`src/hw/rtl/nnt_pkg.sv`:
```
package nnt_pkg;

  localparam int MaxPoints = 32;
  localparam int IdxW = $clog2(MaxPoints);
  localparam int CntW = $clog2(MaxPoints + 1);
  localparam int DistW = 24;
  localparam logic [DistW-1:0] DistMax = '1;

  localparam logic [1:0] StatusOk = 2'd0;
  localparam logic [1:0] StatusNoStart = 2'd1;
  localparam logic [1:0] StatusDropped = 2'd2;

  typedef struct packed {
    logic [5:0]  point_index;
    logic signed [15:0] point_x;
    logic signed [15:0] point_y;
    logic [23:0] running_distance;
    logic        tour_end;
    logic [1:0]  status;
  } result_t;

  typedef struct packed {
    logic store;
    logic begin_tour;
    logic scan_start;
    logic scan_step;
    logic take_best;
    logic sqrt_start;
    logic sqrt_step;
    logic add_leg;
    logic close_leg;
    logic clear_set;
  } dp_cmd_t;

  typedef struct packed {
    logic          scan_last;
    logic          found;
    logic          sqrt_done;
    logic          start_missing;
  } dp_status_t;

endpackage

```
`src/hw/rtl/nnt_if.sv`:
```
interface nnt_in_if;
  logic valid;
  logic ready;
  logic signed [15:0] coord_x;
  logic signed [15:0] coord_y;
  logic final_point;
  modport source (output valid, coord_x, coord_y, final_point, input ready);
  modport sink (input valid, coord_x, coord_y, final_point, output ready);
endinterface

interface nnt_out_if;
  logic valid;
  logic ready;
  logic [5:0] point_index;
  logic signed [15:0] point_x;
  logic signed [15:0] point_y;
  logic [23:0] running_distance;
  logic tour_end;
  logic [1:0] status;
  modport source (output valid, point_index, point_x, point_y, running_distance,
                  tour_end, status, input ready);
  modport sink (input valid, point_index, point_x, point_y, running_distance,
                tour_end, status, output ready);
endinterface

interface nnt_cfg_if;
  logic valid;
  logic ready;
  logic [5:0] data;
  modport source (output valid, data, input ready);
  modport sink (input valid, data, output ready);
endinterface

```
`src/hw/rtl/nearest_neighbour_tour.sv`:
```
// Greedy nearest-neighbour tour engine. Points are loaded one transfer per cycle until the
// transfer marked final_point; the tour then starts at start_index, visits the nearest
// unvisited point each step and closes at the start (if start_index is not a loaded point,
// one result with StatusNoStart is given instead). Each step scans all 32 store entries,
// drains the distance pipeline, takes the best point, runs a bit-serial square root of 17
// iterations, adds the leg and hands the result over once the previous result has been
// taken. Input and configuration are held off while a tour is under way or a result is
// waiting.
module nearest_neighbour_tour import nnt_pkg::*; (
  input logic clk,
  input logic rst,
  nnt_in_if.sink in_ch,
  nnt_out_if.source out_ch,
  nnt_cfg_if.sink cfg
);

  logic [5:0] start_index;
  dp_cmd_t cmd;
  dp_status_t stat;
  result_t dp_res;
  result_t out_res;
  logic in_fire;
  logic in_ready;
  logic out_valid;

  assign in_fire = in_ch.valid && in_ready;
  assign in_ch.ready = in_ready;
  assign cfg.ready = in_ready;

  always_ff @(posedge clk) begin
    if (rst) begin
      start_index <= '0;
    end else if (cfg.valid && cfg.ready) begin
      start_index <= cfg.data;
    end
  end

  nnt_datapath u_dp (
    .clk(clk), .rst(rst), .cmd(cmd), .start_index(start_index),
    .in_x(in_ch.coord_x), .in_y(in_ch.coord_y), .stat(stat), .res(dp_res)
  );

  nnt_controller u_ctrl (
    .clk(clk), .rst(rst), .in_fire(in_fire), .in_final(in_ch.final_point),
    .stat(stat), .start_index(start_index), .out_ready(out_ch.ready),
    .dp_res(dp_res),
    .cmd(cmd), .in_ready(in_ready), .out_valid(out_valid), .out_res(out_res)
  );

  assign out_ch.valid = out_valid;
  assign out_ch.point_index = out_res.point_index;
  assign out_ch.point_x = out_res.point_x;
  assign out_ch.point_y = out_res.point_y;
  assign out_ch.running_distance = out_res.running_distance;
  assign out_ch.tour_end = out_res.tour_end;
  assign out_ch.status = out_res.status;

  a_no_accept_busy: assert property (@(posedge clk) disable iff (rst)
    out_valid |-> !in_ready) else $error("input taken while result pending");
  a_cmd_exclusive: assert property (@(posedge clk) disable iff (rst)
    !(cmd.store && cmd.scan_step)) else $error("store during scan");
  a_out_hold: assert property (@(posedge clk) disable iff (rst)
    out_valid && !out_ch.ready |=> out_valid) else $error("result dropped");

endmodule

```
`src/hw/rtl/nnt_datapath.sv`:
```
module nnt_datapath import nnt_pkg::*; (
  input  logic        clk,
  input  logic        rst,
  input  dp_cmd_t     cmd,
  input  logic [5:0]  start_index,
  input  logic signed [15:0] in_x,
  input  logic signed [15:0] in_y,
  output dp_status_t  stat,
  output result_t     res
);

  logic [15:0] x_mem [MaxPoints];
  logic [15:0] y_mem [MaxPoints];
  logic [MaxPoints-1:0] visited;
  logic [CntW-1:0] loaded_count;
  logic overflow_seen;
  logic [IdxW-1:0] current_point;
  logic [IdxW-1:0] scan_idx;
  logic [IdxW-1:0] best_idx;
  logic [33:0] best_d;
  logic found;
  logic [DistW-1:0] distance_total;
  logic signed [15:0] cur_x;
  logic signed [15:0] cur_y;
  logic signed [15:0] rd_x;
  logic signed [15:0] rd_y;
  logic [IdxW-1:0] rd_idx;
  logic rd_valid;
  logic rd_skip;
  logic [32:0] sq_x;
  logic [32:0] sq_y;
  logic sq_valid;
  logic [IdxW-1:0] sq_idx;
  logic [33:0] d_cand;
  logic [33:0] sq_v;
  logic [17:0] sq_res;
  logic [33:0] sq_rem;
  logic [4:0]  sq_cnt;
  logic sqrt_busy;
  logic [IdxW-1:0] start_pt;
  logic [16:0] dx_abs;
  logic [16:0] dy_abs;
  logic signed [16:0] dx;
  logic signed [16:0] dy;
  logic [IdxW-1:0] rd_addr;
  logic [35:0] trial;
  logic [24:0] sum;

  assign start_pt = start_index[IdxW-1:0];
  assign d_cand = {1'b0, sq_x} + {1'b0, sq_y};

  always_comb begin
    if (cmd.take_best) begin
      rd_addr = best_idx;
    end else if (cmd.close_leg || cmd.begin_tour) begin
      rd_addr = start_pt;
    end else begin
      rd_addr = scan_idx;
    end
  end

  always_ff @(posedge clk) begin
    if (cmd.store && !loaded_count[CntW-1]) begin
      x_mem[loaded_count[IdxW-1:0]] <= in_x;
      y_mem[loaded_count[IdxW-1:0]] <= in_y;
    end
    rd_x <= x_mem[rd_addr];
    rd_y <= y_mem[rd_addr];
  end

  assign dx = {rd_x[15], rd_x} - {cur_x[15], cur_x};
  assign dy = {rd_y[15], rd_y} - {cur_y[15], cur_y};
  assign dx_abs = dx[16] ? 17'(-dx) : 17'(dx);
  assign dy_abs = dy[16] ? 17'(-dy) : 17'(dy);
  assign trial = {sq_rem, sq_v[33:32]} - {16'd0, sq_res, 2'b01};
  assign sum = {1'b0, distance_total} + {7'd0, sq_res};

  always_ff @(posedge clk) begin
    if (rst) begin
      visited <= '0;
      loaded_count <= '0;
      overflow_seen <= 1'b0;
      distance_total <= '0;
      rd_valid <= 1'b0;
      sq_valid <= 1'b0;
      found <= 1'b0;
      sqrt_busy <= 1'b0;
      current_point <= '0;
      scan_idx <= '0;
    end else begin
      if (cmd.store) begin
        if (loaded_count[CntW-1]) begin
          overflow_seen <= 1'b1;
        end else begin
          loaded_count <= loaded_count + 1'b1;
        end
      end
      rd_valid <= cmd.scan_step;
      rd_idx <= scan_idx;
      rd_skip <= visited[scan_idx] || ({1'b0, scan_idx} >= loaded_count);
      sq_valid <= rd_valid && !rd_skip;
      sq_idx <= rd_idx;
      sq_x <= dx_abs * dx_abs;
      sq_y <= dy_abs * dy_abs;
      if (cmd.scan_start) begin
        scan_idx <= '0;
        found <= 1'b0;
      end else if (cmd.scan_step) begin
        scan_idx <= scan_idx + 1'b1;
      end
      if (sq_valid && (!found || d_cand < best_d)) begin
        found <= 1'b1;
        best_d <= d_cand;
        best_idx <= sq_idx;
      end
      if (cmd.begin_tour) begin
        visited <= MaxPoints'(1) << start_pt;
        current_point <= start_pt;
        distance_total <= '0;
      end
      if (cmd.take_best) begin
        visited[best_idx] <= 1'b1;
        current_point <= best_idx;
      end
      if (cmd.sqrt_start) begin
        sq_v <= cmd.close_leg ? {1'b0, sq_x} + {1'b0, sq_y} : best_d;
        sq_res <= '0;
        sq_rem <= '0;
        sq_cnt <= '0;
        sqrt_busy <= 1'b1;
      end else if (cmd.sqrt_step && sqrt_busy) begin
        sq_v <= {sq_v[31:0], 2'b00};
        if (!trial[35]) begin
          sq_rem <= trial[33:0];
          sq_res <= {sq_res[16:0], 1'b1};
        end else begin
          sq_rem <= {sq_rem[31:0], sq_v[33:32]};
          sq_res <= {sq_res[16:0], 1'b0};
        end
        sq_cnt <= sq_cnt + 1'b1;
        if (sq_cnt == 5'd16) begin
          sqrt_busy <= 1'b0;
        end
      end
      if (cmd.add_leg) begin
        distance_total <= sum[24] ? DistMax : sum[23:0];
      end
      if (cmd.clear_set) begin
        visited <= '0;
        loaded_count <= '0;
        overflow_seen <= 1'b0;
      end
    end
  end

  always_ff @(posedge clk) begin
    if (cmd.begin_tour || cmd.take_best) begin
      cur_x <= x_mem[rd_addr];
      cur_y <= y_mem[rd_addr];
    end
  end

  assign stat.scan_last = (scan_idx == IdxW'(MaxPoints - 1));
  assign stat.found = found;
  assign stat.sqrt_done = !sqrt_busy;
  assign stat.start_missing = ({1'b0, start_index} >= 7'(loaded_count));

  assign res.point_index = cmd.close_leg ? start_index : 6'(current_point);
  assign res.point_x = cmd.close_leg ? rd_x : cur_x;
  assign res.point_y = cmd.close_leg ? rd_y : cur_y;
  assign res.running_distance = distance_total;
  assign res.tour_end = cmd.close_leg;
  assign res.status = overflow_seen ? StatusDropped : StatusOk;

endmodule

```
`src/hw/rtl/nnt_controller.sv`:
```
module nnt_controller import nnt_pkg::*; (
  input  logic       clk,
  input  logic       rst,
  input  logic       in_fire,
  input  logic       in_final,
  input  dp_status_t stat,
  input  logic [5:0] start_index,
  input  logic       out_ready,
  input  result_t    dp_res,
  output dp_cmd_t    cmd,
  output logic       in_ready,
  output logic       out_valid,
  output result_t    out_res
);

  localparam logic [3:0] SIdle = 4'd0;
  localparam logic [3:0] SCheck = 4'd1;
  localparam logic [3:0] SStartRd = 4'd2;
  localparam logic [3:0] SStartOut = 4'd3;
  localparam logic [3:0] SScan = 4'd4;
  localparam logic [3:0] SDrain = 4'd5;
  localparam logic [3:0] STake = 4'd6;
  localparam logic [3:0] SSqrt = 4'd7;
  localparam logic [3:0] SStepOut = 4'd8;
  localparam logic [3:0] SCloseRd = 4'd9;
  localparam logic [3:0] SCloseSq = 4'd10;
  localparam logic [3:0] SCloseSqrt = 4'd11;
  localparam logic [3:0] SCloseOut = 4'd12;
  localparam logic [3:0] SWait = 4'd13;

  logic [3:0] state;
  logic [3:0] state_next;
  logic [2:0] drain;

  assign in_ready = (state == SIdle) && !out_valid;

  always_comb begin
    cmd = '0;
    state_next = state;
    case (state)
      SIdle: begin
        cmd.store = in_fire;
        if (in_fire && in_final) begin
          state_next = SCheck;
        end
      end
      SCheck: begin
        if (stat.start_missing) begin
          cmd.clear_set = 1'b1;
          state_next = SWait;
        end else begin
          cmd.begin_tour = 1'b1;
          state_next = SStartRd;
        end
      end
      SStartRd: state_next = SStartOut;
      SStartOut: begin
        if (!out_valid) begin
          cmd.scan_start = 1'b1;
          state_next = SScan;
        end
      end
      SScan: begin
        cmd.scan_step = 1'b1;
        if (stat.scan_last) begin
          state_next = SDrain;
        end
      end
      SDrain: begin
        if (drain == 3'd3) begin
          state_next = stat.found ? STake : SCloseRd;
        end
      end
      STake: begin
        cmd.take_best = 1'b1;
        cmd.sqrt_start = 1'b1;
        state_next = SSqrt;
      end
      SSqrt: begin
        cmd.sqrt_step = 1'b1;
        if (stat.sqrt_done) begin
          cmd.sqrt_step = 1'b0;
          cmd.add_leg = 1'b1;
          state_next = SStepOut;
        end
      end
      SStepOut: begin
        if (!out_valid) begin
          cmd.scan_start = 1'b1;
          state_next = SScan;
        end
      end
      SCloseRd: begin
        cmd.close_leg = 1'b1;
        state_next = SCloseSq;
      end
      SCloseSq: begin
        cmd.close_leg = 1'b1;
        if (drain == 3'd2) begin
          cmd.sqrt_start = 1'b1;
          state_next = SCloseSqrt;
        end
      end
      SCloseSqrt: begin
        cmd.close_leg = 1'b1;
        cmd.sqrt_step = 1'b1;
        if (stat.sqrt_done) begin
          cmd.sqrt_step = 1'b0;
          cmd.add_leg = 1'b1;
          state_next = SCloseOut;
        end
      end
      SCloseOut: begin
        cmd.close_leg = 1'b1;
        if (!out_valid) begin
          cmd.clear_set = 1'b1;
          state_next = SWait;
        end
      end
      SWait: begin
        if (!out_valid) begin
          state_next = SIdle;
        end
      end
      default: state_next = SIdle;
    endcase
  end

  always_ff @(posedge clk) begin
    if (rst) begin
      state <= SIdle;
      out_valid <= 1'b0;
      drain <= '0;
    end else begin
      state <= state_next;
      if (state == SDrain || state == SCloseSq) begin
        drain <= drain + 1'b1;
      end else begin
        drain <= '0;
      end
      if (out_valid && out_ready) begin
        out_valid <= 1'b0;
      end
      if (state == SCheck && stat.start_missing) begin
        out_valid <= 1'b1;
        out_res.point_index <= start_index;
        out_res.point_x <= '0;
        out_res.point_y <= '0;
        out_res.running_distance <= '0;
        out_res.tour_end <= 1'b1;
        out_res.status <= StatusNoStart;
      end
      if ((state == SStartOut || state == SStepOut || state == SCloseOut) && !out_valid) begin
        out_valid <= 1'b1;
        out_res <= dp_res;
      end
    end
  end

endmodule

```
`src/flat_wrapper.sv`:
```
// flat-port wrapper written by rule: the top's interface ports become plain ports
module nearest_neighbour_tour_flat import nnt_pkg::*;
  (clk, rst, in_ch_valid, in_ch_coord_x, in_ch_coord_y, in_ch_final_point, in_ch_ready, out_ch_valid, out_ch_point_index, out_ch_point_x, out_ch_point_y, out_ch_running_distance, out_ch_tour_end, out_ch_status, out_ch_ready, cfg_valid, cfg_data, cfg_ready);
  nnt_in_if in_ch_i ();
  nnt_out_if out_ch_i ();
  nnt_cfg_if cfg_i ();
  input logic clk;
  input logic rst;
  input wire logic [$bits(in_ch_i.valid)-1:0] in_ch_valid;
  input wire logic [$bits(in_ch_i.coord_x)-1:0] in_ch_coord_x;
  input wire logic [$bits(in_ch_i.coord_y)-1:0] in_ch_coord_y;
  input wire logic [$bits(in_ch_i.final_point)-1:0] in_ch_final_point;
  output wire logic [$bits(in_ch_i.ready)-1:0] in_ch_ready;
  output wire logic [$bits(out_ch_i.valid)-1:0] out_ch_valid;
  output wire logic [$bits(out_ch_i.point_index)-1:0] out_ch_point_index;
  output wire logic [$bits(out_ch_i.point_x)-1:0] out_ch_point_x;
  output wire logic [$bits(out_ch_i.point_y)-1:0] out_ch_point_y;
  output wire logic [$bits(out_ch_i.running_distance)-1:0] out_ch_running_distance;
  output wire logic [$bits(out_ch_i.tour_end)-1:0] out_ch_tour_end;
  output wire logic [$bits(out_ch_i.status)-1:0] out_ch_status;
  input wire logic [$bits(out_ch_i.ready)-1:0] out_ch_ready;
  input wire logic [$bits(cfg_i.valid)-1:0] cfg_valid;
  input wire logic [$bits(cfg_i.data)-1:0] cfg_data;
  output wire logic [$bits(cfg_i.ready)-1:0] cfg_ready;
  assign in_ch_i.valid = in_ch_valid;
  assign in_ch_i.coord_x = in_ch_coord_x;
  assign in_ch_i.coord_y = in_ch_coord_y;
  assign in_ch_i.final_point = in_ch_final_point;
  assign in_ch_ready = in_ch_i.ready;
  assign out_ch_valid = out_ch_i.valid;
  assign out_ch_point_index = out_ch_i.point_index;
  assign out_ch_point_x = out_ch_i.point_x;
  assign out_ch_point_y = out_ch_i.point_y;
  assign out_ch_running_distance = out_ch_i.running_distance;
  assign out_ch_tour_end = out_ch_i.tour_end;
  assign out_ch_status = out_ch_i.status;
  assign out_ch_i.ready = out_ch_ready;
  assign cfg_i.valid = cfg_valid;
  assign cfg_i.data = cfg_data;
  assign cfg_ready = cfg_i.ready;
  nearest_neighbour_tour u_core (.clk(clk), .rst(rst), .in_ch(in_ch_i), .out_ch(out_ch_i), .cfg(cfg_i));
endmodule
```
`config.mk`:
```
export PLATFORM = sky130hd
export DESIGN_NAME = nearest_neighbour_tour_flat
export DESIGN_NICKNAME = d
export VERILOG_FILES = /design/src/hw/rtl/nnt_pkg.sv /design/src/hw/rtl/nnt_if.sv /design/src/hw/rtl/nearest_neighbour_tour.sv /design/src/hw/rtl/nnt_datapath.sv /design/src/hw/rtl/nnt_controller.sv /design/src/flat_wrapper.sv
export SDC_FILE = /design/constraint.sdc
export NUM_CORES = 2
export LEC_CHECK = 0
export BUFFER_PORTS_ARGS = -buffer_cell sky130_fd_sc_hd__clkbuf_2
export CAP_MARGIN = 30
export CORE_AREA = 2 2 523 265
export DETAILED_ROUTE_END_ITERATION = 7
export DIE_AREA = 0 0 525 267
export GPL_TIMING_DRIVEN = 0
export PLACE_DENSITY_LB_ADDON = 0.1
export RECOVER_POWER = 50
export SETUP_SLACK_MARGIN = 0.5
export SYNTH_ARGS = -nofsm -noshare
export SYNTH_HDL_FRONTEND = slang
export SYNTH_HIERARCHICAL = 1
export SYNTH_SLANG_ARGS = --single-unit
```
`constraint.sdc`:
```
create_clock -name clk -period 8.3 [get_ports clk]
set_input_delay 2.49 -clock clk [delete_from_list [all_inputs] [get_ports clk]]
set_output_delay 2.49 -clock clk [all_outputs]
set_load 0.005 [all_outputs]
```
==> results.md <==
- Status: complete, but fails checks
- Failing checks: max-capacitance violations, max-slew violations, negative setup slack
- Worst setup EP type: flip-flop
- Average size of a mapped cell: 13.7 um^2
- Initial core utilization: 0.575
- Hold_ws: 0.419 ns
- Mux contribution to synthesized area: 0.104
- Peak Freq: 108 MHz
- FF-to-FF End: u_core/u_dp/sq_x[32]$_DFFE_PN_
- Fin crit period: 9.28 ns
- Fillers: 9671
- Number of remaining DRC errors: 0
- Pin count of the biggest net entering global routing: 63
- Drt pass-1 iters: 7
- Max-capacitance violation count: 8
- DRT iter0 DRCs: 7226
- Max H-tree Level: 4
- Share of cells above drive strength 1: 0.202
- Worst min path class: reg -> reg
- Core area: 136000 um^2
- Setup-failing EPs final: 28
- Relative slew margins: -1.65
- Vias: 50800
- Synth async-reset ratio: 0
- Startpoint Class: flip-flop
- Total Nets Final: 7068
- Pre-CTS WS: -2.23 ns
- Worst EP arrival: 9.84 ns
- CP Data Required Time: 8.86 ns
- Mapped Cells: 5683
- Least-Margin Pin Slew: 3.98 ns
- CP Launch Point: u_core/u_dp/cur_x[0]$_DFFE_PP_
- Initial antenna violation count: 13
- Cell Area, Synth: 78100 um^2
- Largest family of logic cells by synthesized area: adder cells
- Fraction of the yosys area taken by sequential cells: 0.541
- Post-Route WL: 228000 um
- Synth Area in Compound Gates: 0.0630
- Crit-path max FO: 4
- Num CTS Buffers: 140
- Total die area: 140000 um^2
- # rows: 96
- Pins Over Slew Limit: 195
- Final worst slack: -0.975 ns
- EDFF count, synth: 1326
- Synth Register Bits: 1449
- Hold Path End: u_core/u_dp/sq_valid$_SDFF_PP0_
- WHS Path Cells: 1
- Tcrit/Tclk final: 1.12
- Routed WL per cell: 27.8 um
- Warnings from Yosys: 6
- Port Buffer Count: 111
- Post-DR vias/cell: 6.21
- Remaining antenna violation count: 0
- Layout area overhead: 16.7%
- Post-Synth XOR/XNOR Area: 0.0206
- Die Y: 267 um
- Die Width: 525 um
- Internal reg-to-reg setup slack: -0.98 ns
- Worst path max stage delay: 0.58 ns
- Fin. Hold Viols: 0
- Hold Startpoint: u_core/u_dp/rd_skip$_DFFE_PN_
- Main synth FF type: edfxtp_1
- First-pass GRT wire length: 331000 um
- Worst path slowest cell: fa_2
- Clock root cell: clkbuf_16
- Simple-Gate Fraction of Synth Area: 0.0687
- IO Count: 112
- Worst-case clock buffer depth: 4
- Vias in the first global route: 49100
- GRT Overall Usage: 0.327
- Final Skew: 0.0684 ns
- Reg2reg start: u_core/u_dp/cur_x[0]$_DFFE_PP_
- CTS clk-pin slew, worst paths: 0.07 ns
- HPWL Detailed: 165000 um
- Worst Reg-to-Reg Cells: 34
- Gpl congestion: 0.937
- Critical Path Most Common Cell: fa_2
- CTS tree: built
- Remaining global-route overflow: 0
- Worst skew pair latency: 0.81 ns
- Count of different cell masters after synthesis: 93
- Adder-cell share of the synthesized area: 0.157
- Cts hold-fix bufs: 0
- CTS sink count: 1449
- Crit path kind: reg -> reg
- RSZ-0062 raised after global routing: yes
## per-stage QoR
| step | utilization | TNS [ns] | cells | cell area (um^2) |
|---|---|---|---|---|
| floorplan | - | 0 | 5706 | 78900 |
| global placement | 0.602 | -391.89 | 7630 | 81700 |
| detailed placement | 0.614 | -34.58 | 7727 | 83400 |
| CTS | 0.662 | -5.51 | 8086 | 90000 |
| global route | 0.671 | -19.40 | 8178 | 91200 |
| finish | 0.671 | -12.61 | 8179 | 91200 |
## synth_stat cells, types with 10 or more instances
library cell	instances	area [um^2]
o211ai_1	52	390
a21oi_1	246	1230
nand2_1	297	1110
nand3_1	45	225
a21o_1	82	616
a22o_1	13	114
clkbuf_1	136	510
nand4_1	21	131
a211oi_1	18	135
inv_1	698	2620
a31oi_1	21	131
or4_1	10	75.1
or3_1	26	163
a311oi_1	18	158
ha_1	364	4550
a222oi_1	16	160
nor3_1	61	305
xnor2_1	127	1110
edfxtp_1	1326	39800
buf_1	39	146
mux4_2	267	6010
fa_1	386	7730
o21ai_0	148	741
or2_2	11	68.8
nand2b_1	31	194
mux2_2	79	890
o21a_1	36	270
dfxtp_1	123	2460
mux2i_1	111	1110
xor2_1	51	447
buf_2	24	120
o21bai_1	18	135
and2_1	89	557
nor2_1	443	1660
nor2b_1	49	307
nor4_1	15	93.8
and3_1	20	125
## logic make-up (layout without fill, tap and decap cells)
| logic type | count (synthesis) | count (layout) |
|---|---|---|
| simple gates | 1157 | 1157 |
| mux | 464 | 464 |
| flops | 1449 | 1449 |
| fa+ha+maj | 750 | 750 |
| other cells | 2 | 26 |
| compound gates | 759 | 759 |
| buf+inv | 921 | 1580 |
| xor+xnor | 181 | 181 |
## placed cells by master (no fill, tap or decap), types with 43 or more instances in the layout
cell type	n
clkbuf_1	228
buf_12	46
mux4_2	267
dfxtp_1	123
and2_0	55
edfxtp_1	1326
nor2_1	374
o21ai_0	128
clkbuf_16	151
mux2i_1	111
o211ai_1	52
xnor2_1	95
nand3_1	43
nor3_1	50
buf_6	67
nand2_1	276
nor2_4	51
a21oi_1	217
mux2_2	79
a21o_1	82
ha_1	337
fa_1	370
inv_1	663
buf_4	165
## critical path, delay by kind of cell, from the launching register on
kind	cells	cell delay, ns
fa+ha+maj	10	4.12
compound gates	9	2.03
simple gates	8	1.32
xor+xnor	2	0.62
buf+inv	5	0.51
flops	1	0.43
## registers in the layout, indices dropped and copies added (netlist names), 6 cells and up
signal / flops
u_core/u_dp/sq_res: 18
u_core/u_dp/loaded_count: 6
u_core/u_dp/sq_rem: 34
u_core/u_dp/cur_y: 16
u_core/u_dp/sq_x: 32
u_core/start_index: 6
u_core/u_ctrl/out_res: 65
u_core/u_dp/cur_x: 16
u_core/u_dp/best_d: 34
u_core/u_dp/rd_y: 16
u_core/u_dp/sq_y: 32
u_core/u_dp/y_mem: 512
u_core/u_dp/distance_total: 24
u_core/u_dp/visited: 32
u_core/u_dp/sq_v: 34
u_core/u_dp/rd_x: 16
u_core/u_dp/x_mem: 512
## worst max-delay path by stage
stage	slack [ns]	depth (start not counted)	to
after CTS	-0.65	34	u_core/u_dp/sq_x[32]$_DFFE_PN_
after global routing	-1.09	35	u_core/u_dp/sq_x[32]$_DFFE_PN_
after detailed placement	-2.23	32	u_core/u_dp/sq_x[32]$_DFFE_PN_
final	-0.98	34	u_core/u_dp/sq_x[32]$_DFFE_PN_
after floorplan	0.09	35	u_core/u_dp/sq_x[31]$_DFFE_PN_
after global placement	-2.86	29	u_core/u_dp/sq_x[32]$_DFFE_PN_
## what timing repair did
item                                    4_1_cts  5_1_grt
gates cloned                                  0        1
gates resized for setup                     253      158
setup buffers                               126       71
pin swaps                                   117       73
endpoints found under the setup margin       46       44
## metal layers
layer	up-vias	GRT usage	part of all wire
met5	-	0	0.00030
met1	25800	0.537	0.45
met2	3123	0.399	0.37
li1	21600	-	-
met4	10	0.0556	0.016
met3	265	0.132	0.16
## area by class of cell
type / count / area (um^2) / share of cell area
Antenna cell: 1 / 2.50 / 0.0000274
Buffer: 214 / 1160 / 0.0128
Clock buffer: 168 / 3730 / 0.0409
Clock inverter: 65 / 537 / 0.00588
Inverter: 707 / 2720 / 0.0298
Multi-Input combinational cell: 3336 / 34600 / 0.379
Sequential cell: 1449 / 42300 / 0.464
Tap cell: 1813 / 2270 / 0.0249
Timing Repair Buffer: 426 / 3920 / 0.0429
Power is not shown: default switching activity piles up to over one toggle a cycle in this logic, so the estimate is an artifact.
